$ cat src/rtl/cmdv_pkg.sv
// ----------------------------------------------------------------------------
// cmdv_pkg
// Shared constants, codes and helpers of the command line validator.
// ----------------------------------------------------------------------------
`default_nettype none

package cmdv_pkg;

  // default raw line limit and register reset
  localparam int unsigned LineMaxDefault = 256;
  localparam logic [7:0]  MaxLenReset    = 8'd200;

  // error codes, in priority order
  localparam logic [2:0] ERR_NONE       = 3'd0;
  localparam logic [2:0] ERR_EMPTY      = 3'd1;
  localparam logic [2:0] ERR_TOO_LONG   = 3'd2;
  localparam logic [2:0] ERR_BAD_CHAR   = 3'd3;
  localparam logic [2:0] ERR_BAD_FORMAT = 3'd4;
  localparam logic [2:0] ERR_NO_ACTION  = 3'd5;
  localparam logic [2:0] ERR_BAD_TYPE   = 3'd6;
  localparam logic [2:0] ERR_BAD_ACTION = 3'd7;

  // command kinds
  localparam logic [1:0] KIND_GET  = 2'd0;
  localparam logic [1:0] KIND_SET  = 2'd1;
  localparam logic [1:0] KIND_NONE = 2'd2;

  // prefix match states: 0..4 count matched bytes of "CMND "
  localparam logic [2:0] PFX_PRE_SPACE = 3'd4;
  localparam logic [2:0] PFX_DONE      = 3'd5;
  localparam logic [2:0] PFX_FAIL      = 3'd7;

  // type match states
  localparam logic [2:0] TYP_IDLE = 3'd0;
  localparam logic [2:0] TYP_G    = 3'd1;
  localparam logic [2:0] TYP_S    = 3'd2;
  localparam logic [2:0] TYP_GE   = 3'd3;
  localparam logic [2:0] TYP_SE   = 3'd4;
  localparam logic [2:0] TYP_GET  = 3'd5;
  localparam logic [2:0] TYP_SET  = 3'd6;
  localparam logic [2:0] TYP_FAIL = 3'd7;

  // character codes
  localparam logic [7:0] CH_SPACE   = 8'd32;
  localparam logic [7:0] CH_TILDE   = 8'd126;
  localparam logic [7:0] CH_TAB     = 8'd9;
  localparam logic [7:0] CH_CR      = 8'd13;

  // summary of one finished line, handed to the result stage
  typedef struct packed {
    logic       started;
    logic       raw_over;
    logic [7:0] trim_hi;     // trimmed count, upper bits folded into a flag below
    logic       trim_big;    // trimmed count above 255
    logic       bad_char;
    logic [2:0] prefix;
    logic [1:0] fields;
    logic [2:0] typ;
    logic [7:0] act_start;
    logic [7:0] act_cnt;
    logic       act_bad;
    logic [7:0] pay_start;
    logic [7:0] pay_cnt;
  } line_sum_t;

  // whitespace: tab through carriage return, and space
  function automatic logic is_ws(input logic [7:0] c);
    return ((c >= CH_TAB) && (c <= CH_CR)) || (c == CH_SPACE);
  endfunction

  // printable range check
  function automatic logic is_ctrl(input logic [7:0] c);
    return (c < CH_SPACE) || (c > CH_TILDE);
  endfunction

  // letters, digits, '.', '_' and '-'
  function automatic logic is_action_char(input logic [7:0] c);
    return ((c >= "a") && (c <= "z")) || ((c >= "A") && (c <= "Z")) ||
           ((c >= "0") && (c <= "9")) || (c == ".") || (c == "_") || (c == "-");
  endfunction

  // expected byte of the "CMND " prefix at match state p
  function automatic logic [7:0] prefix_char(input logic [2:0] p);
    logic [7:0] ch;
    unique case (p)
      3'd0:    ch = "C";
      3'd1:    ch = "M";
      3'd2:    ch = "N";
      3'd3:    ch = "D";
      default: ch = CH_SPACE;
    endcase
    return ch;
  endfunction

  // GET / SET recognizer
  function automatic logic [2:0] type_next(input logic [2:0] s, input logic [7:0] c);
    logic [2:0] n;
    n = TYP_FAIL;
    if ((s == TYP_IDLE) && (c == "G")) n = TYP_G;
    if ((s == TYP_IDLE) && (c == "S")) n = TYP_S;
    if ((s == TYP_G) && (c == "E"))    n = TYP_GE;
    if ((s == TYP_S) && (c == "E"))    n = TYP_SE;
    if ((s == TYP_GE) && (c == "T"))   n = TYP_GET;
    if ((s == TYP_SE) && (c == "T"))   n = TYP_SET;
    return n;
  endfunction

endpackage

`default_nettype wire

$ cat src/rtl/command_line_validator.sv
// ----------------------------------------------------------------------------
// command_line_validator
// Byte-wise checker for one line of the "CMND <type> <action> [payload]"
// text protocol, reporting validity, first error and field positions.
// ----------------------------------------------------------------------------
// Usage
//   s_axis: one raw byte per word in tdata[7:0], tlast on the final byte of
//   the line. Bytes are taken at one per cycle when not stalled; the parse
//   state is updated by a single pass of logic behind an input register.
//   m_axis: one result word per line, produced only for the tlast byte.
//   Result path: the last byte passes the input register, the line
//   summary register and the result register, in that order.
//   cfg: write of max_trimmed_length, taken in any cycle, meant for use
//   while no line is in flight.
//   Throughput: one byte per cycle when not stalled; set by the per-byte
//   state update loop, which is a single pass of combinational logic.
//   Stalls: while the result register is held by m_axis_tready low, bytes
//   of the next line keep flowing; only a second finished line waits, and
//   then s_axis_tready drops once the summary register is also full.
//   Reset: clears all line state and sets max_trimmed_length to 200.
// ----------------------------------------------------------------------------
`default_nettype none

module command_line_validator #(
  parameter int unsigned LINE_MAX = cmdv_pkg::LineMaxDefault
) (
  input  wire logic        clk_i,
  input  wire logic        rst_ni,
  // input bytes
  input  wire logic        s_axis_tvalid,
  output logic             s_axis_tready,
  input  wire logic [7:0]  s_axis_tdata,   // [7:0] char_byte
  input  wire logic        s_axis_tlast,   // last_char
  // results
  output logic             m_axis_tvalid,
  input  wire logic        m_axis_tready,
  output logic [39:0]      m_axis_tdata,   // [2:0] error_code, [10:3] action_offset,
                                           // [18:11] action_length,
                                           // [26:19] payload_offset,
                                           // [34:27] payload_length, [39:35] zero
  output logic [2:0]       m_axis_tuser,   // [0] line_valid, [2:1] command_kind
  // configuration
  input  wire logic        cfg_valid_i,
  output logic             cfg_ready_o,
  input  wire logic [7:0]  cfg_data_i      // max_trimmed_length
);

  localparam int unsigned CW = $clog2(LINE_MAX + 2);
  localparam int unsigned PW = (CW + 1 > 9) ? CW + 1 : 9;
  localparam logic [CW-1:0] CapV = CW'(LINE_MAX + 1);

  // saturate a wide position to 8 bits
  function automatic logic [7:0] sat8(input logic [PW-1:0] x);
    return (x > PW'(255)) ? 8'hFF : x[7:0];
  endfunction

  // increment with a cap at LINE_MAX+1
  function automatic logic [CW-1:0] inc_cap(input logic [CW-1:0] x);
    return (x >= CapV) ? CapV : x + CW'(1);
  endfunction

  // configuration register
  logic [7:0] max_len_q;

  assign cfg_ready_o = 1'b1;

  always_ff @(posedge clk_i or negedge rst_ni) begin
    if (!rst_ni) begin
      max_len_q <= cmdv_pkg::MaxLenReset;
    end else if (cfg_valid_i) begin
      max_len_q <= cfg_data_i;
    end
  end

  // pipeline handshake
  logic s1_v_q, s1_last_q;
  logic [7:0] s1_char_q;
  logic s2_v_q;
  cmdv_pkg::line_sum_t s2_q, sum_d;
  logic m_valid_q;
  logic out_free, s2_free, s1_adv;

  assign out_free      = !m_valid_q || m_axis_tready;
  assign s2_free       = !s2_v_q || out_free;
  assign s1_adv        = s1_v_q && (!s1_last_q || s2_free);
  assign s_axis_tready = !s1_v_q || s1_adv;

  // input register
  always_ff @(posedge clk_i or negedge rst_ni) begin
    if (!rst_ni) begin
      s1_v_q <= 1'b0;
    end else if (s_axis_tready) begin
      s1_v_q <= s_axis_tvalid;
    end
  end

  always_ff @(posedge clk_i) begin
    if (s_axis_tready && s_axis_tvalid) begin
      s1_char_q <= s_axis_tdata;
      s1_last_q <= s_axis_tlast;
    end
  end

  // line state
  logic [CW-1:0] byte_idx_q, byte_idx_d;
  logic          started_q, started_d;
  logic [CW-1:0] trim_cnt_q, trim_cnt_d;
  logic [CW-1:0] pend_ws_q, pend_ws_d;
  logic          pend_ctl_q, pend_ctl_d;
  logic          bad_char_q, bad_char_d;
  logic [1:0]    fields_q, fields_d;
  logic [2:0]    prefix_q, prefix_d;
  logic [2:0]    typ_q, typ_d;
  logic [7:0]    act_start_q, act_start_d;
  logic [7:0]    act_cnt_q, act_cnt_d;
  logic          act_bad_q, act_bad_d;
  logic [7:0]    pay_start_q, pay_start_d;
  logic [7:0]    pay_cnt_q, pay_cnt_d;

  // scratch of the update pass
  logic [CW-1:0] ws_left;
  logic [PW-1:0] ws_pos;
  logic [PW-1:0] trim_sum;
  logic [CW-1:0] base;

  // per-byte update: fold the pending space run, then the byte itself
  always_comb begin
    byte_idx_d  = inc_cap(byte_idx_q);
    started_d   = started_q;
    trim_cnt_d  = trim_cnt_q;
    pend_ws_d   = pend_ws_q;
    pend_ctl_d  = pend_ctl_q;
    bad_char_d  = bad_char_q;
    fields_d    = fields_q;
    prefix_d    = prefix_q;
    typ_d       = typ_q;
    act_start_d = act_start_q;
    act_cnt_d   = act_cnt_q;
    act_bad_d   = act_bad_q;
    pay_start_d = pay_start_q;
    pay_cnt_d   = pay_cnt_q;
    ws_left     = pend_ws_q;
    base        = (byte_idx_q >= pend_ws_q) ? byte_idx_q - pend_ws_q : '0;
    ws_pos      = PW'(base);
    trim_sum    = PW'(trim_cnt_q) + PW'(pend_ws_q) + PW'(1);

    if (cmdv_pkg::is_ws(s1_char_q)) begin
      // whitespace is held until later content shows it is inside the line
      if (started_q) begin
        pend_ws_d = inc_cap(pend_ws_q);
        if (s1_char_q != cmdv_pkg::CH_SPACE) begin
          pend_ctl_d = 1'b1;
        end
      end
    end else begin
      started_d  = 1'b1;
      trim_cnt_d = (trim_sum > PW'(CapV)) ? CapV : trim_sum[CW-1:0];
      pend_ws_d  = '0;
      pend_ctl_d = 1'b0;

      if (pend_ctl_q) begin
        bad_char_d = 1'b1;
      end else if (ws_left != '0) begin
        // space run through the prefix matcher
        if (prefix_q < cmdv_pkg::PFX_PRE_SPACE) begin
          prefix_d = cmdv_pkg::PFX_FAIL;
          ws_left  = '0;
        end else if (prefix_q == cmdv_pkg::PFX_PRE_SPACE) begin
          prefix_d = cmdv_pkg::PFX_DONE;
          ws_left  = ws_left - CW'(1);
          ws_pos   = ws_pos + PW'(1);
        end
        // space run through the field splitter
        if (prefix_d == cmdv_pkg::PFX_DONE) begin
          if ((fields_d == 2'd0) && (ws_left != '0)) begin
            fields_d    = 2'd1;
            act_start_d = sat8(ws_pos + PW'(1));
            ws_left     = ws_left - CW'(1);
            ws_pos      = ws_pos + PW'(1);
          end
          if ((fields_d == 2'd1) && (ws_left != '0)) begin
            fields_d    = 2'd2;
            pay_start_d = sat8(ws_pos + PW'(1));
            ws_left     = ws_left - CW'(1);
          end
          if (fields_d == 2'd2) begin
            pay_cnt_d = sat8(PW'(pay_cnt_q) + PW'(ws_left));
          end
        end
      end

      if (cmdv_pkg::is_ctrl(s1_char_q)) begin
        bad_char_d = 1'b1;
      end

      // the content byte itself
      if (prefix_d < cmdv_pkg::PFX_DONE) begin
        prefix_d = (s1_char_q == cmdv_pkg::prefix_char(prefix_d)) ?
                   prefix_d + 3'd1 : cmdv_pkg::PFX_FAIL;
      end else if (prefix_d == cmdv_pkg::PFX_DONE) begin
        case (fields_d)
          2'd0: typ_d = cmdv_pkg::type_next(typ_q, s1_char_q);
          2'd1: begin
            act_cnt_d = (act_cnt_q == 8'hFF) ? 8'hFF : act_cnt_q + 8'd1;
            if (!cmdv_pkg::is_action_char(s1_char_q)) begin
              act_bad_d = 1'b1;
            end
          end
          default: pay_cnt_d = (pay_cnt_d == 8'hFF) ? 8'hFF : pay_cnt_d + 8'd1;
        endcase
      end
    end
  end

  // line summary from the updated state
  always_comb begin
    sum_d.started   = started_d;
    sum_d.raw_over  = (byte_idx_d == CapV);
    sum_d.trim_hi   = sat8(PW'(trim_cnt_d));
    sum_d.trim_big  = (PW'(trim_cnt_d) > PW'(255));
    sum_d.bad_char  = bad_char_d;
    sum_d.prefix    = prefix_d;
    sum_d.fields    = fields_d;
    sum_d.typ       = typ_d;
    sum_d.act_start = act_start_d;
    sum_d.act_cnt   = act_cnt_d;
    sum_d.act_bad   = act_bad_d;
    sum_d.pay_start = pay_start_d;
    sum_d.pay_cnt   = pay_cnt_d;
  end

  // state registers, cleared after every last byte
  always_ff @(posedge clk_i or negedge rst_ni) begin
    if (!rst_ni) begin
      byte_idx_q  <= '0;
      started_q   <= 1'b0;
      trim_cnt_q  <= '0;
      pend_ws_q   <= '0;
      pend_ctl_q  <= 1'b0;
      bad_char_q  <= 1'b0;
      fields_q    <= 2'd0;
      prefix_q    <= 3'd0;
      typ_q       <= cmdv_pkg::TYP_IDLE;
      act_start_q <= 8'd0;
      act_cnt_q   <= 8'd0;
      act_bad_q   <= 1'b0;
      pay_start_q <= 8'd0;
      pay_cnt_q   <= 8'd0;
    end else if (s1_adv) begin
      if (s1_last_q) begin
        byte_idx_q  <= '0;
        started_q   <= 1'b0;
        trim_cnt_q  <= '0;
        pend_ws_q   <= '0;
        pend_ctl_q  <= 1'b0;
        bad_char_q  <= 1'b0;
        fields_q    <= 2'd0;
        prefix_q    <= 3'd0;
        typ_q       <= cmdv_pkg::TYP_IDLE;
        act_start_q <= 8'd0;
        act_cnt_q   <= 8'd0;
        act_bad_q   <= 1'b0;
        pay_start_q <= 8'd0;
        pay_cnt_q   <= 8'd0;
      end else begin
        byte_idx_q  <= byte_idx_d;
        started_q   <= started_d;
        trim_cnt_q  <= trim_cnt_d;
        pend_ws_q   <= pend_ws_d;
        pend_ctl_q  <= pend_ctl_d;
        bad_char_q  <= bad_char_d;
        fields_q    <= fields_d;
        prefix_q    <= prefix_d;
        typ_q       <= typ_d;
        act_start_q <= act_start_d;
        act_cnt_q   <= act_cnt_d;
        act_bad_q   <= act_bad_d;
        pay_start_q <= pay_start_d;
        pay_cnt_q   <= pay_cnt_d;
      end
    end
  end

  // summary register
  always_ff @(posedge clk_i or negedge rst_ni) begin
    if (!rst_ni) begin
      s2_v_q <= 1'b0;
    end else if (s2_free) begin
      s2_v_q <= s1_adv && s1_last_q;
    end
  end

  always_ff @(posedge clk_i) begin
    if (s2_free && s1_adv && s1_last_q) begin
      s2_q <= sum_d;
    end
  end

  // error priority and result fields
  logic [2:0]  err;
  logic        too_long;
  logic        has_pay;
  logic [39:0] tdata_d;
  logic [2:0]  tuser_d;

  always_comb begin
    too_long = s2_q.raw_over || s2_q.trim_big || (s2_q.trim_hi > max_len_q);
    if (!s2_q.started) begin
      err = cmdv_pkg::ERR_EMPTY;
    end else if (too_long) begin
      err = cmdv_pkg::ERR_TOO_LONG;
    end else if (s2_q.bad_char) begin
      err = cmdv_pkg::ERR_BAD_CHAR;
    end else if (s2_q.prefix != cmdv_pkg::PFX_DONE) begin
      err = cmdv_pkg::ERR_BAD_FORMAT;
    end else if ((s2_q.fields == 2'd0) || (s2_q.act_cnt == 8'd0)) begin
      err = cmdv_pkg::ERR_NO_ACTION;
    end else if ((s2_q.typ != cmdv_pkg::TYP_GET) && (s2_q.typ != cmdv_pkg::TYP_SET)) begin
      err = cmdv_pkg::ERR_BAD_TYPE;
    end else if (s2_q.act_bad) begin
      err = cmdv_pkg::ERR_BAD_ACTION;
    end else begin
      err = cmdv_pkg::ERR_NONE;
    end

    has_pay = (err == cmdv_pkg::ERR_NONE) && (s2_q.fields == 2'd2);
    tdata_d = '0;
    tdata_d[2:0] = err;
    if (err == cmdv_pkg::ERR_NONE) begin
      tdata_d[10:3]  = s2_q.act_start;
      tdata_d[18:11] = s2_q.act_cnt;
    end
    if (has_pay) begin
      tdata_d[26:19] = s2_q.pay_start;
      tdata_d[34:27] = s2_q.pay_cnt;
    end
    tuser_d[0] = (err == cmdv_pkg::ERR_NONE);
    if (err != cmdv_pkg::ERR_NONE) begin
      tuser_d[2:1] = cmdv_pkg::KIND_NONE;
    end else if (s2_q.typ == cmdv_pkg::TYP_GET) begin
      tuser_d[2:1] = cmdv_pkg::KIND_GET;
    end else begin
      tuser_d[2:1] = cmdv_pkg::KIND_SET;
    end
  end

  // result register
  always_ff @(posedge clk_i or negedge rst_ni) begin
    if (!rst_ni) begin
      m_valid_q <= 1'b0;
    end else if (out_free) begin
      m_valid_q <= s2_v_q;
    end
  end

  always_ff @(posedge clk_i) begin
    if (out_free && s2_v_q) begin
      m_axis_tdata <= tdata_d;
      m_axis_tuser <= tuser_d;
    end
  end

  assign m_axis_tvalid = m_valid_q;

  // checks
  a_valid_no_err: assert property (@(posedge clk_i) disable iff (!rst_ni)
    m_axis_tvalid |-> (m_axis_tuser[0] == (m_axis_tdata[2:0] == cmdv_pkg::ERR_NONE)))
    else $error("line_valid disagrees with error code");

  a_invalid_zero: assert property (@(posedge clk_i) disable iff (!rst_ni)
    (m_axis_tvalid && !m_axis_tuser[0]) |->
      (m_axis_tdata[34:3] == 32'd0) && (m_axis_tuser[2:1] == cmdv_pkg::KIND_NONE))
    else $error("invalid line reports fields");

  a_summary_held: assert property (@(posedge clk_i) disable iff (!rst_ni)
    (s2_v_q && !out_free) |=> (s2_v_q && $stable(s2_q)))
    else $error("line summary lost while result stalled");

  a_pending_after_start: assert property (@(posedge clk_i) disable iff (!rst_ni)
    (pend_ws_q != '0) |-> started_q)
    else $error("pending whitespace before content");

endmodule

`default_nettype wire

$ cat config.mk
export PLATFORM = sky130hd
export DESIGN_NAME = command_line_validator
export DESIGN_NICKNAME = d
export VERILOG_FILES = /design/src/rtl/cmdv_pkg.sv /design/src/rtl/command_line_validator.sv
export SDC_FILE = /design/constraint.sdc
export NUM_CORES = 1
export LEC_CHECK = 0
export BUFFER_PORTS_ARGS = -buffer_cell sky130_fd_sc_hd__buf_4
export CAP_MARGIN = 20
export CORE_AREA = 5 5 160 162
export CTS_CLUSTER_SIZE = 25
export DETAILED_ROUTE_END_ITERATION = 16
export DIE_AREA = 0 0 165 167
export PLACE_DENSITY = 0.78
export SETUP_SLACK_MARGIN = 0.02
export SYNTH_ARGS = -nofsm -noshare
export SYNTH_HDL_FRONTEND = slang
export SYNTH_SLANG_ARGS = --single-unit
$ cat constraint.sdc
create_clock -name clk_i -period 13.5 [get_ports clk_i]
set_input_delay 3.375 -clock clk_i [delete_from_list [all_inputs] [get_ports clk_i]]
set_output_delay 3.375 -clock clk_i [all_outputs]
set_load 0.01 [all_outputs]
* Yosys cells after proc, flatten, opt, wreduce, memory -nomap -nowiden
Cells that the tools add are included.
Widths: inputs -> output; s select.
** Storage, ports and cells
- Input bits :: 22
- Bits in registers :: 182
- Word-level logic and storage cells :: 292
- Output and inout port bits :: 46
** Operators by class
- Mux-type cells :: 133
- Magnitude comparators :: 21
- Reductions and logical operators :: 52
- $add $sub $neg :: 15
- Equality and inequality tests :: 33
** Operators with widths (count)
- $mux 8 :: 34
- $mux 9 :: 25
- $mux 10 :: 10
- $mux 3 :: 30
- $eq 8x7->1 const B :: 5
- $mux 2 :: 16
- $add 10x1->10 const B :: 3
- $gt 10x8->1 const B :: 3
- $pmux 7 s4 :: 1
- $reduce_bool 9->1 :: 3
- $sub 9x1->9 const B :: 3
- $eq 8x6->1 const B :: 3
- $logic_and 1x1->1 :: 20
- $add 9x1->9 const B :: 2
- $ge 9x9->1 const B :: 2
- $mux 1 :: 17
- $add 8x1->8 const B :: 2
- $eq 8x8->1 const B :: 2
- $ge 8x7->1 const B :: 2
- $le 8x7->1 const B :: 2
- $eq 3x3->1 const B :: 5
- $logic_or 1x1->1 :: 14
- $eq 3x2->1 const B :: 4
- $ne 3x3->1 const B :: 4
- 31 further kinds :: 42

* Logic depth before layout (Yosys ltp)
Gate-level depths: netlist (run 1).
- Depth after elaboration :: 35
- Mapped depth :: 34
- Mapped depth without buffers :: 31

* Worst setup path before layout (run 1)
OpenSTA, ideal clock, no wires.
- Path kind :: register to register
- From :: reg pend_ws_q[1]
- To :: reg s2_q[4] in the netlist's numbering (data pin)
- Setup time :: 0.145 ns
- Arrival time :: 7.225 ns
- Data required time :: 13.355 ns
- Slack :: 6.130 ns
- Path buffers :: 3
- Stages on the path, launching flop included :: 34
- Clock period less this slack :: 7.370 ns
- Path through :: dfrtp_1 inv_1 ha_1 nor3b_1 mux2i_1 o2111ai_1 a2111oi_4 nand2b_1 clkbuf_1 nor2_1 nor2_1 ha_1 nand3_1 nor4b_2 nor2b_1 clkbuf_1 xnor2_1 ha_1 inv_1 fa_1 o21ai_0 a21o_1 a21o_1 a21o_1 a21o_1 mux2i_1 mux2_2 buf_6 a31oi_1 ha_1 nand2_1 a311oi_1 mux2_2 o21ai_1
** On the way
- Cells in the longest elaborated chain, start to end :: 34
- Elaborated cells on any way between the ends :: 62
- Those cells by class :: 5 x add/sub; 2 x order compare; 5 x eq/ne; 43 x mux; 7 x reduce/logical
** RTL lines
- from (decl) :: RTL line command_line_validator.sv:108 : logic [CW-1:0] pend_ws_q, pend_ws_d;
- from (signal assigned) :: RTL line command_line_validator.sv:269 : pend_ws_q <= pend_ws_d;
- branches (longest 32 deep; another with $sub 9x1->9)
- $mux 8 (*) :: RTL line command_line_validator.sv:197 : if (prefix_d < cmdv_pkg::PFX_DONE) begin
- $mux 8 (*) :: RTL line command_line_validator.sv:147 : if (cmdv_pkg::is_ws(s1_char_q)) begin
- via pay_cnt_d[4] :: RTL line command_line_validator.sv:118 : logic [7:0] pay_cnt_q, pay_cnt_d;
- to (signal assigned) :: RTL line command_line_validator.sv:295 : s2_q <= sum_d;
- to (decl) :: RTL line command_line_validator.sv:79 : cmdv_pkg::line_sum_t s2_q, sum_d;
Mark *: on every way through the listed nets, which the timed path passes. The select of a mux whose other input is x is not followed.
A chain may end at the register's enable or synchronous reset.

* Worst setup path after layout (run 1)
- From :: reg pend_ws_q[0]
- To :: reg s2_q[4] in the netlist's numbering (data pin)
The elaborated chain is that of the path after synthesis.

==> results of run 1 <==
==> power by group <==
part           switching (W)  internal (W)  leakage [nW]
combinational       0.000248      0.000154          3.05
sequential         0.0000250      0.000616          2.05
clock               0.000253      0.000252         0.295
==> routing by layer <==
| metal | global-route usage (%) | up-vias | share of wire [%] | wire [µm] |
|---|---|---|---|---|
| met1 | 27.26 | 4435 | 45 | 12360 |
| met5 | 0 | - | 0 | 0 |
| met3 | 3.534 | 40 | 5.7 | 1568 |
| met4 | 4.991 | 0 | 1.6 | 440 |
| met2 | 33.22 | 336 | 48 | 13250 |
| li1 | - | 4537 | - | - |
==> through the flow <==
stage | setup WS (ns) | cells | power, W | instance area [µm²]
detailed placement | 5.341 | 1569 | 0.001047 | 12270
global route | 4.544 | 1603 | 0.001624 | 12890
CTS | 5.237 | 1601 | 0.001550 | 12880
global placement | 5.653 | 1569 | 0.001037 | 12270
finish | 5.122 | 1603 | 0.001548 | 12890
floorplan | 6.130 | 1229 | 0.0009514 | 11570
==> kinds of logic after synthesis <==
logic type	count (synthesis)	share of synthesized area, %
multiplexers	24	2.241
AND/OR/NAND/NOR	466	20.56
XOR/XNOR	63	4.775
flip-flops	182	43.78
other	2	0.06499
AO/OA/AOI/OAI	312	17.80
adder cells (fa/ha/maj)	59	6.584
buffers and inverters	117	4.190
==> state kept, by name, indices dropped and copies added, names as in the netlist, 9 cells and up <==
signal,flops
m_axis_tdata,35
trim_cnt_q,9
pend_ws_q,9
byte_idx_q,9
s2_q,53
==> worst max-delay path, delay by kind of cell (launching register included) <==
family / cells / cell delay (ns)
XOR/XNOR: 1 / 0.21
AND/OR/NAND/NOR: 8 / 1.93
buffers and inverters: 2 / 0.26
AO/OA/AOI/OAI: 10 / 2.56
flip-flops: 1 / 0.48
multiplexers: 4 / 1.38
adder cells (fa/ha/maj): 5 / 1.40
==> cell type report <==
class | instances | area [µm²] | area share [%]
clock buffer | 17 | 425.4 | 3.300
clock inverter | 15 | 180.2 | 1.398
inverter | 62 | 232.7 | 1.805
multi-input combinational | 930 | 6041 | 46.86
sequential | 182 | 5059 | 39.24
tap | 324 | 405.4 | 3.145
timing repair buffer | 73 | 548.0 | 4.251
==> worst max path at each step <==
stage | startpoint | endpoint | slack [ns] | cells after the start
2_1_floorplan | pend_ws_q[1] | s2_q[4] | 6.13 | 33
3_3_place_gp | m_axis_tready | s_axis_tready | 5.65 | 4
3_5_place_dp | pend_ws_q[0] | s2_q[4] | 5.34 | 30
4_1_cts | pend_ws_q[0] | s2_q[4] | 5.24 | 30
5_1_grt | pend_ws_q[1] | s2_q[4] | 4.54 | 30
6_report | pend_ws_q[0] | s2_q[4] | 5.12 | 30
==> placed cells by master, fill, tap and decap left out, types with 16 or more instances in the layout <==
cell	synthesis	layout
xor2_1	26	26
ha_1	56	56
xnor2_1	37	37
nand2_1	105	105
inv_1	61	60
a22o_1	23	23
a21o_1	19	19
nor3_1	31	31
a31oi_1	36	36
dfrtp_1	79	79
clkbuf_16	0	17
and2_1	45	45
nand2b_1	18	18
nor4_1	16	16
nand3_1	47	47
edfxtp_1	100	100
o21ai_0	78	77
nand4_1	16	16
a21oi_1	63	63
nor2_1	110	110
buf_4	7	73
==> metrics.txt, run 1 <==
# TYPE chip_impl_metric gauge
chip_impl_info{name="run_status",value="finished, final reports clean"} 1
chip_impl_metric{name="clock_tree.buffer_depth",unit=""} 2
chip_impl_metric{name="fin_nets",unit=""} 1347
chip_impl_info{name="worst_hold_path.endpoint",value="max_len_q[7]"} 1
chip_impl_metric{name="floorplan.io_pins",unit=""} 68
chip_impl_info{name="yosysTopAreaCell",value="edfxtp_1"} 1
chip_impl_metric{name="post_cts_hold_buffer_count",unit=""} 0
chip_impl_metric{name="rows",unit=""} 57
chip_impl_metric{name="core_area",unit="mm²"} 0.02396
chip_impl_metric{name="layout.core_utilization",unit="%"} 53.80
chip_impl_metric{name="grt_start_max_net_pins",unit=""} 65
chip_impl_metric{name="global_route.usage.total",unit="%"} 20.05
chip_impl_metric{name="die_height",unit="µm"} 167
chip_impl_metric{name="synth_cells",unit=""} 1225
chip_impl_metric{name="timing.reg2reg.worst_path_depth",unit=""} 30
chip_impl_metric{name="sinks_on_clock_net",unit=""} 182
chip_impl_metric{name="global_route.overflow_total",unit=""} 0
chip_impl_metric{name="fill_cells",unit=""} 2112
chip_impl_metric{name="number_of_instances_resized_during_post_cts_repair",unit=""} 0
chip_impl_metric{name="die-width",unit="µm"} 165
chip_impl_info{name="r2r-end",value="s2_q[4]"} 1
chip_impl_info{name="worst-setup-path-type",value="register to register"} 1
chip_impl_info{name="yosysMostFrequentCell",value="nor2_1"} 1
chip_impl_metric{name="path_clk_slew",unit="ns"} 0.08
chip_impl_metric{name="slew_headroom",unit="%"} 29.70
chip_impl_metric{name="worst_skew_pair_later_pin_latency",unit="ns"} 0.44
chip_impl_metric{name="finalHoldViolCount",unit=""} 0
chip_impl_metric{name="num_antenna_cells",unit=""} 0
chip_impl_metric{name="drc",unit=""} 0
chip_impl_metric{name="post-synth-top-area-fraction",unit="%"} 25.99
chip_impl_info{name="worstHoldPathType",value="register to register"} 1
chip_impl_metric{name="count_of_different_cell_masters_after_synthesis",unit=""} 81
chip_impl_metric{name="detail_route.vias_per_cell",unit=""} 5.832
chip_impl_metric{name="drtPass1Iterations",unit=""} 7
chip_impl_metric{name="synth-seq-area-share",unit="%"} 43.78
chip_impl_metric{name="gpl.final_weighted_congestion",unit=""} 0.9171
chip_impl_metric{name="first_global_vias",unit=""} 8989
chip_impl_metric{name="fin_worst_skew",unit="ns"} 0.01516
chip_impl_metric{name="critPathMaxStageDelay",unit="ns"} 0.58
chip_impl_info{name="synthTopCellsByArea",value="edfxtp_1, dfrtp_1, ha_1"} 1
chip_impl_metric{name="total_of_flip_flops_plus_latches_after_synthesis",unit=""} 182
chip_impl_metric{name="drt-total-wl",unit="µm"} 27620
chip_impl_info{name="timing.rr.start",value="pend_ws_q[0]"} 1
chip_impl_metric{name="rrSetupSlack",unit="ns"} 5.12
chip_impl_metric{name="numCtsBuffers",unit=""} 17
chip_impl_metric{name="global_route_wire_length_before_repair",unit="µm"} 45240
chip_impl_metric{name="syn2layout_area_growth",unit="%"} 11.56
chip_impl_metric{name="cts_setup_buffers",unit=""} 0
chip_impl_metric{name="worstPathRequired",unit="ns"} 13.78
chip_impl_info{name="hp-start",value="max_len_q[7]"} 1
chip_impl_metric{name="port-buffer-count",unit=""} 61
chip_impl_metric{name="max_freq",unit="GHz"} 0.1194
chip_impl_metric{name="setup-tns-final",unit="ns"} 0
chip_impl_metric{name="worst-path-max-fanout",unit=""} 11
chip_impl_metric{name="timing.max_cap.violations",unit=""} 0
chip_impl_info{name="tritoncts",value="yes"} 1
chip_impl_metric{name="synth_warnings",unit=""} 0
chip_impl_metric{name="setup_viol_count_final",unit=""} 0
chip_impl_metric{name="hold_slack",unit="ns"} 0.5115
chip_impl_info{name="endpoint_kind",value="register"} 1
chip_impl_metric{name="dr_total_vias",unit=""} 9348
chip_impl_metric{name="ctsHtreeMaxLevel",unit=""} 4
chip_impl_metric{name="starting_utilization_of_the_core_area",unit="%"} 48.22
chip_impl_metric{name="worst-slew-pin-transition",unit="ns"} 1.047
chip_impl_metric{name="hold-path-cell-count",unit=""} 2
chip_impl_info{name="synth_flop_cell",value="edfxtp_1"} 1
chip_impl_info{name="list_of_most_frequent_post_synthesis_cells",value="nor2_1, nand2_1, edfxtp_1"} 1
chip_impl_info{name="cts_root_buf",value="clkbuf_16"} 1
chip_impl_metric{name="static_power_due_to_leakage",unit="nW"} 5.395
chip_impl_metric{name="fraction_of_layout_cells_with_a_size_suffix_above_1",unit="%"} 11.49
chip_impl_metric{name="synth_enable_flop_cells",unit=""} 100
chip_impl_metric{name="hpwlAfterDp",unit="µm"} 19860
chip_impl_info{name="grt_setup_unrepaired",value="false"} 1
chip_impl_metric{name="postSynth.asyncResetShare",unit="%"} 45.05
chip_impl_metric{name="antenna_found_initial",unit=""} 0
chip_impl_metric{name="wl_per_cell",unit="µm"} 17.23
chip_impl_metric{name="die_area",unit="mm²"} 0.02756
chip_impl_metric{name="critPathArrivalTime",unit="ns"} 8.66
chip_impl_info{name="worst_path_max_delay_cell",value="a2111oi_4"} 1
chip_impl_metric{name="syn_area",unit="mm²"} 0.01155
chip_impl_metric{name="slew_violations",unit=""} 0
chip_impl_metric{name="synthesis.area_per_instance",unit="µm²"} 9.433
chip_impl_metric{name="first_iter_violations",unit=""} 827
chip_impl_metric{name="p_per_area",unit="mW/mm²"} 120.1
chip_impl_metric{name="detail-route-antenna-nets",unit=""} 0
chip_impl_metric{name="time_the_worst_path_needs_with_i_o_delays_and_setup",unit="ns"} 8.378
chip_impl_metric{name="finalCritPeriodShare",unit="%"} 62.06
chip_impl_info{name="worstSetupStartpointType",value="register"} 1
chip_impl_metric{name="max-vdd-ir-drop",unit="V"} 0.00007707
(Power assumes the default switching activity.)
==> run 2, diff against run 1 <==
ABC_AREA = 1   (was unset)
CORE_AREA = 5 5 163 165   (was 5 5 160 162)
DIE_AREA = 0 0 168 170   (was 0 0 165 167)
PLACE_DENSITY = 0.8   (was 0.78)
clock period = 7.3 ns   (was 13.5 ns; I/O delays follow)
==> run 2 against run 1 <==
Die area is 3.6% higher. Utilization hardly changed. Sequential cell count stayed put. Synthesized area is 3.8% higher. Synthesized cell count is 21% higher. Wire length is 1.1% lower. Fmax is 27% higher. Highest routed layer unchanged.
==> metrics.txt, run 2 <==
# TYPE chip_impl_metric gauge
chip_impl_info{name="run_status",value="finished, final reports clean"} 1
chip_impl_metric{name="die_height",unit="µm"} 170
chip_impl_metric{name="static_power_due_to_leakage",unit="nW"} 6.436
chip_impl_metric{name="numCtsBuffers",unit=""} 17
chip_impl_metric{name="timing.reg2reg.worst_path_depth",unit=""} 42
chip_impl_metric{name="synth_enable_flop_cells",unit=""} 100
chip_impl_metric{name="hpwlAfterDp",unit="µm"} 20330
chip_impl_info{name="yosysTopAreaCell",value="edfxtp_1"} 1
chip_impl_metric{name="syn_area",unit="mm²"} 0.01199
chip_impl_metric{name="detail_route.vias_per_cell",unit=""} 5.349
chip_impl_metric{name="syn2layout_area_growth",unit="%"} 11.78
chip_impl_metric{name="post_cts_hold_buffer_count",unit=""} 0
chip_impl_metric{name="synthesis.area_per_instance",unit="µm²"} 8.068
chip_impl_info{name="crit_end",value="s2_q[7]"} 1
chip_impl_metric{name="count_of_different_cell_masters_after_synthesis",unit=""} 67
chip_impl_metric{name="detail-route-antenna-nets",unit=""} 0
chip_impl_metric{name="slew_violations",unit=""} 0
chip_impl_metric{name="synth-seq-area-share",unit="%"} 42.19
chip_impl_metric{name="routed_length_on_met1",unit="µm"} 11450
chip_impl_metric{name="rows",unit=""} 58
chip_impl_info{name="cts_root_buf",value="clkbuf_16"} 1
chip_impl_metric{name="global_route.usage.total",unit="%"} 19.30
chip_impl_info{name="worstSetupStartpointType",value="register"} 1
chip_impl_metric{name="path_clk_slew",unit="ns"} 0.08
chip_impl_info{name="timing.rr.start",value="pend_ws_q[1]"} 1
chip_impl_metric{name="timing.max_cap.violations",unit=""} 0
chip_impl_metric{name="setup-tns-final",unit="ns"} 0
chip_impl_info{name="critical_path.startpoint",value="pend_ws_q[1]"} 1
chip_impl_metric{name="ctsHtreeMaxLevel",unit=""} 4
chip_impl_metric{name="rrSetupSlack",unit="ns"} 0.70
chip_impl_metric{name="finalPower",unit="W"} 0.003123
chip_impl_info{name="reg.largest.list",value="s2_q (53), m_axis_tdata (35)"} 1
chip_impl_metric{name="floorplan.io_pins",unit=""} 68
chip_impl_metric{name="worst-path-max-fanout",unit=""} 16
chip_impl_metric{name="fin_cells",unit=""} 1888
chip_impl_info{name="list_of_most_frequent_post_synthesis_cells",value="nand2_1, inv_1, nor2_1"} 1
chip_impl_metric{name="starting_utilization_of_the_core_area",unit="%"} 48.17
chip_impl_metric{name="layout.core_utilization",unit="%"} 53.84
chip_impl_info{name="registers.top_by_ff_count",value="s2_q"} 1
chip_impl_metric{name="fin_worst_skew",unit="ns"} 0.01861
chip_impl_metric{name="time_the_worst_path_needs_with_i_o_delays_and_setup",unit="ns"} 6.603
chip_impl_metric{name="first_iter_violations",unit=""} 668
chip_impl_info{name="r2r-end",value="s2_q[7]"} 1
chip_impl_metric{name="drtPass1Iterations",unit=""} 5
chip_impl_metric{name="worst_skew_pair_later_pin_latency",unit="ns"} 0.45
chip_impl_metric{name="cts_setup_buffers",unit=""} 0
chip_impl_metric{name="dr_total_vias",unit=""} 10100
chip_impl_metric{name="post-synth-top-area-fraction",unit="%"} 25.05
chip_impl_metric{name="antenna_found_initial",unit=""} 0
chip_impl_metric{name="die_area",unit="mm²"} 0.02856
chip_impl_metric{name="core_area",unit="mm²"} 0.02489
chip_impl_info{name="grt_setup_unrepaired",value="false"} 1
chip_impl_metric{name="num_antenna_cells",unit=""} 0
chip_impl_metric{name="max_freq",unit="GHz"} 0.1514
chip_impl_metric{name="fraction_of_layout_cells_with_a_size_suffix_above_1",unit="%"} 14.12
chip_impl_metric{name="grt_start_max_net_pins",unit=""} 53
chip_impl_metric{name="total_of_flip_flops_plus_latches_after_synthesis",unit=""} 182
chip_impl_info{name="most-common-layout-cells",value="nand2_1, inv_1, nor2_1"} 1
chip_impl_metric{name="largest_register_ffs",unit=""} 53
chip_impl_metric{name="wl_met3",unit="µm"} 1464
chip_impl_metric{name="drc",unit=""} 0
chip_impl_metric{name="sinks_on_clock_net",unit=""} 182
chip_impl_metric{name="global_route.overflow_total",unit=""} 0
chip_impl_metric{name="die-width",unit="µm"} 168
chip_impl_metric{name="gpl.final_weighted_congestion",unit=""} 0.9675
chip_impl_metric{name="first_global_vias",unit=""} 9885
chip_impl_info{name="tritoncts",value="yes"} 1
chip_impl_metric{name="finalHoldViolCount",unit=""} 0
chip_impl_info{name="worst_path_max_delay_cell",value="dfrtp_1"} 1
chip_impl_info{name="endpoint_kind",value="register"} 1
chip_impl_metric{name="global_route_wire_length_before_repair",unit="µm"} 45750
chip_impl_metric{name="worst-slew-pin-transition",unit="ns"} 1.065
chip_impl_metric{name="finalCritPeriodShare",unit="%"} 90.45
chip_impl_metric{name="fill_cells",unit=""} 2175
chip_impl_metric{name="detailroute.wirelength.met2",unit="µm"} 13780
chip_impl_metric{name="hold-path-cell-count",unit=""} 2
chip_impl_info{name="dr.max_layer_used",value="met4"} 1
chip_impl_info{name="yosysMostFrequentCell",value="nand2_1"} 1
chip_impl_metric{name="slew_headroom",unit="%"} 28.58
chip_impl_metric{name="critPathArrivalTime",unit="ns"} 6.82
chip_impl_metric{name="critPathMaxStageDelay",unit="ns"} 0.47
chip_impl_metric{name="worstPathRequired",unit="ns"} 7.52
chip_impl_metric{name="drt-total-wl",unit="µm"} 27310
chip_impl_info{name="synthTopCellsByArea",value="edfxtp_1, dfrtp_1, nand2_1"} 1
chip_impl_metric{name="fin_nets",unit=""} 1626
chip_impl_info{name="worstHoldPathType",value="register to register"} 1
chip_impl_metric{name="setup_viol_count_final",unit=""} 0
chip_impl_metric{name="number_of_instances_resized_during_post_cts_repair",unit=""} 0
chip_impl_metric{name="synth_warnings",unit=""} 0
chip_impl_metric{name="postSynth.asyncResetShare",unit="%"} 45.05
chip_impl_metric{name="p_per_area",unit="mW/mm²"} 233.1
chip_impl_metric{name="placed_cells",unit=""} 1856
chip_impl_metric{name="clock_tree.buffer_depth",unit=""} 2
chip_impl_metric{name="synth_cells",unit=""} 1486
chip_impl_info{name="synth_flop_cell",value="edfxtp_1"} 1
chip_impl_info{name="most_common_cell_after_layout_fill_and_taps_aside",value="nand2_1"} 1
chip_impl_metric{name="port-buffer-count",unit=""} 61
chip_impl_info{name="worst-setup-path-type",value="register to register"} 1
chip_impl_metric{name="wl_per_cell",unit="µm"} 14.47
chip_impl_metric{name="max-vdd-ir-drop",unit="V"} 0.0001673
## run 2: changes by cell type in the layout (fill, tap and decap cells not counted), moves of 13 or more
cell | previous run | this run
a21o_1 | 19 | 0
a22o_1 | 23 | 0
a31oi_1 | 36 | 5
and2_1 | 45 | 1
and3_1 | 13 | 0
inv_1 | 60 | 247
nand2_1 | 105 | 296
nand2_2 | 0 | 13
nand2b_1 | 18 | 1
nand3_1 | 47 | 89
nor2_1 | 110 | 138
nor2_2 | 0 | 13
o22ai_1 | 6 | 31
xnor2_1 | 37 | 9
## run 2: cell type report
| type | instances | area, µm² | area share [%] |
|---|---|---|---|
| clock inverters | 15 | 187.7 | 1.400 |
| inverters | 262 | 988.4 | 7.376 |
| well taps | 330 | 412.9 | 3.081 |
| repair buffers | 71 | 545.5 | 4.071 |
| clock buffers | 17 | 425.4 | 3.174 |
| multi-input cells | 1011 | 5783 | 43.15 |
| flip-flops and latches | 182 | 5059 | 37.75 |
## run 2: worst min path at each step
stage,start,end,slack (ns)
after floorplan,pay_start_q[0],pay_start_q[0],0.44
after global placement,pay_start_q[4],pay_start_q[4],0.45
after detailed placement,pay_start_q[5],pay_start_q[5],0.47
after CTS,pay_start_q[5],pay_start_q[5],0.48
after global routing,pay_start_q[3],pay_start_q[3],0.51
final,pay_start_q[5],pay_start_q[5],0.48
## run 2: worst max-delay path, delay by kind of cell (launching register included)
kind | cells | cell delay [ns]
adder cells (fa/ha/maj) | 6 | 1.47
buffers and inverters | 6 | 0.51
AND/OR/NAND/NOR | 25 | 2.82
XOR/XNOR | 2 | 0.53
AO/OA/AOI/OAI | 3 | 0.53
flip-flops | 1 | 0.47
## run 2: metrics by stage
step                      area, µm²  hold slack (ns)  worst slack, ns
final                         13400           0.4813           0.6968
after global routing          13400           0.5141           0.2069
after CTS                     13400           0.4834           0.7212
after detailed placement      12790           0.4650           0.7387
after global placement        12790           0.4536            1.021
after floorplan               12000           0.4417            1.266
## run 2: report_power, final
group | total, W | switching (W) | leakage [nW] | internal [W]
Sequential | 0.00119 | 0.0000380 | 2.06 | 0.00116
Combinational | 0.000965 | 0.000635 | 4.09 | 0.000330
Clock | 0.000964 | 0.000445 | 0.289 | 0.000519
Total | 0.00312 | 0.00112 | 6.44 | 0.00200
## run 2: metal layers
| layer | GRT usage, % | up-vias |
|---|---|---|
| li1 | - | 4981 |
| met1 | 23.75 | 4757 |
| met2 | 34.80 | 308 |
| met3 | 2.997 | 52 |
| met4 | 6.316 | 0 |
| met5 | 0 | - |
## run 2: cell families (layout without fill, tap and decap cells)
kind of cell	count (synthesis)	count (layout)	share of synthesized area, %
muxes	2	2	0.1774
adders and majority gates	59	59	6.345
xor gates and xnor gates	39	39	2.849
DFF	182	182	42.19
other	2	6	0.06264
and+or+nand+nor	675	675	27.14
AOI/OAI and AO/OA	230	230	11.45
buffers and inverters	297	365	9.779
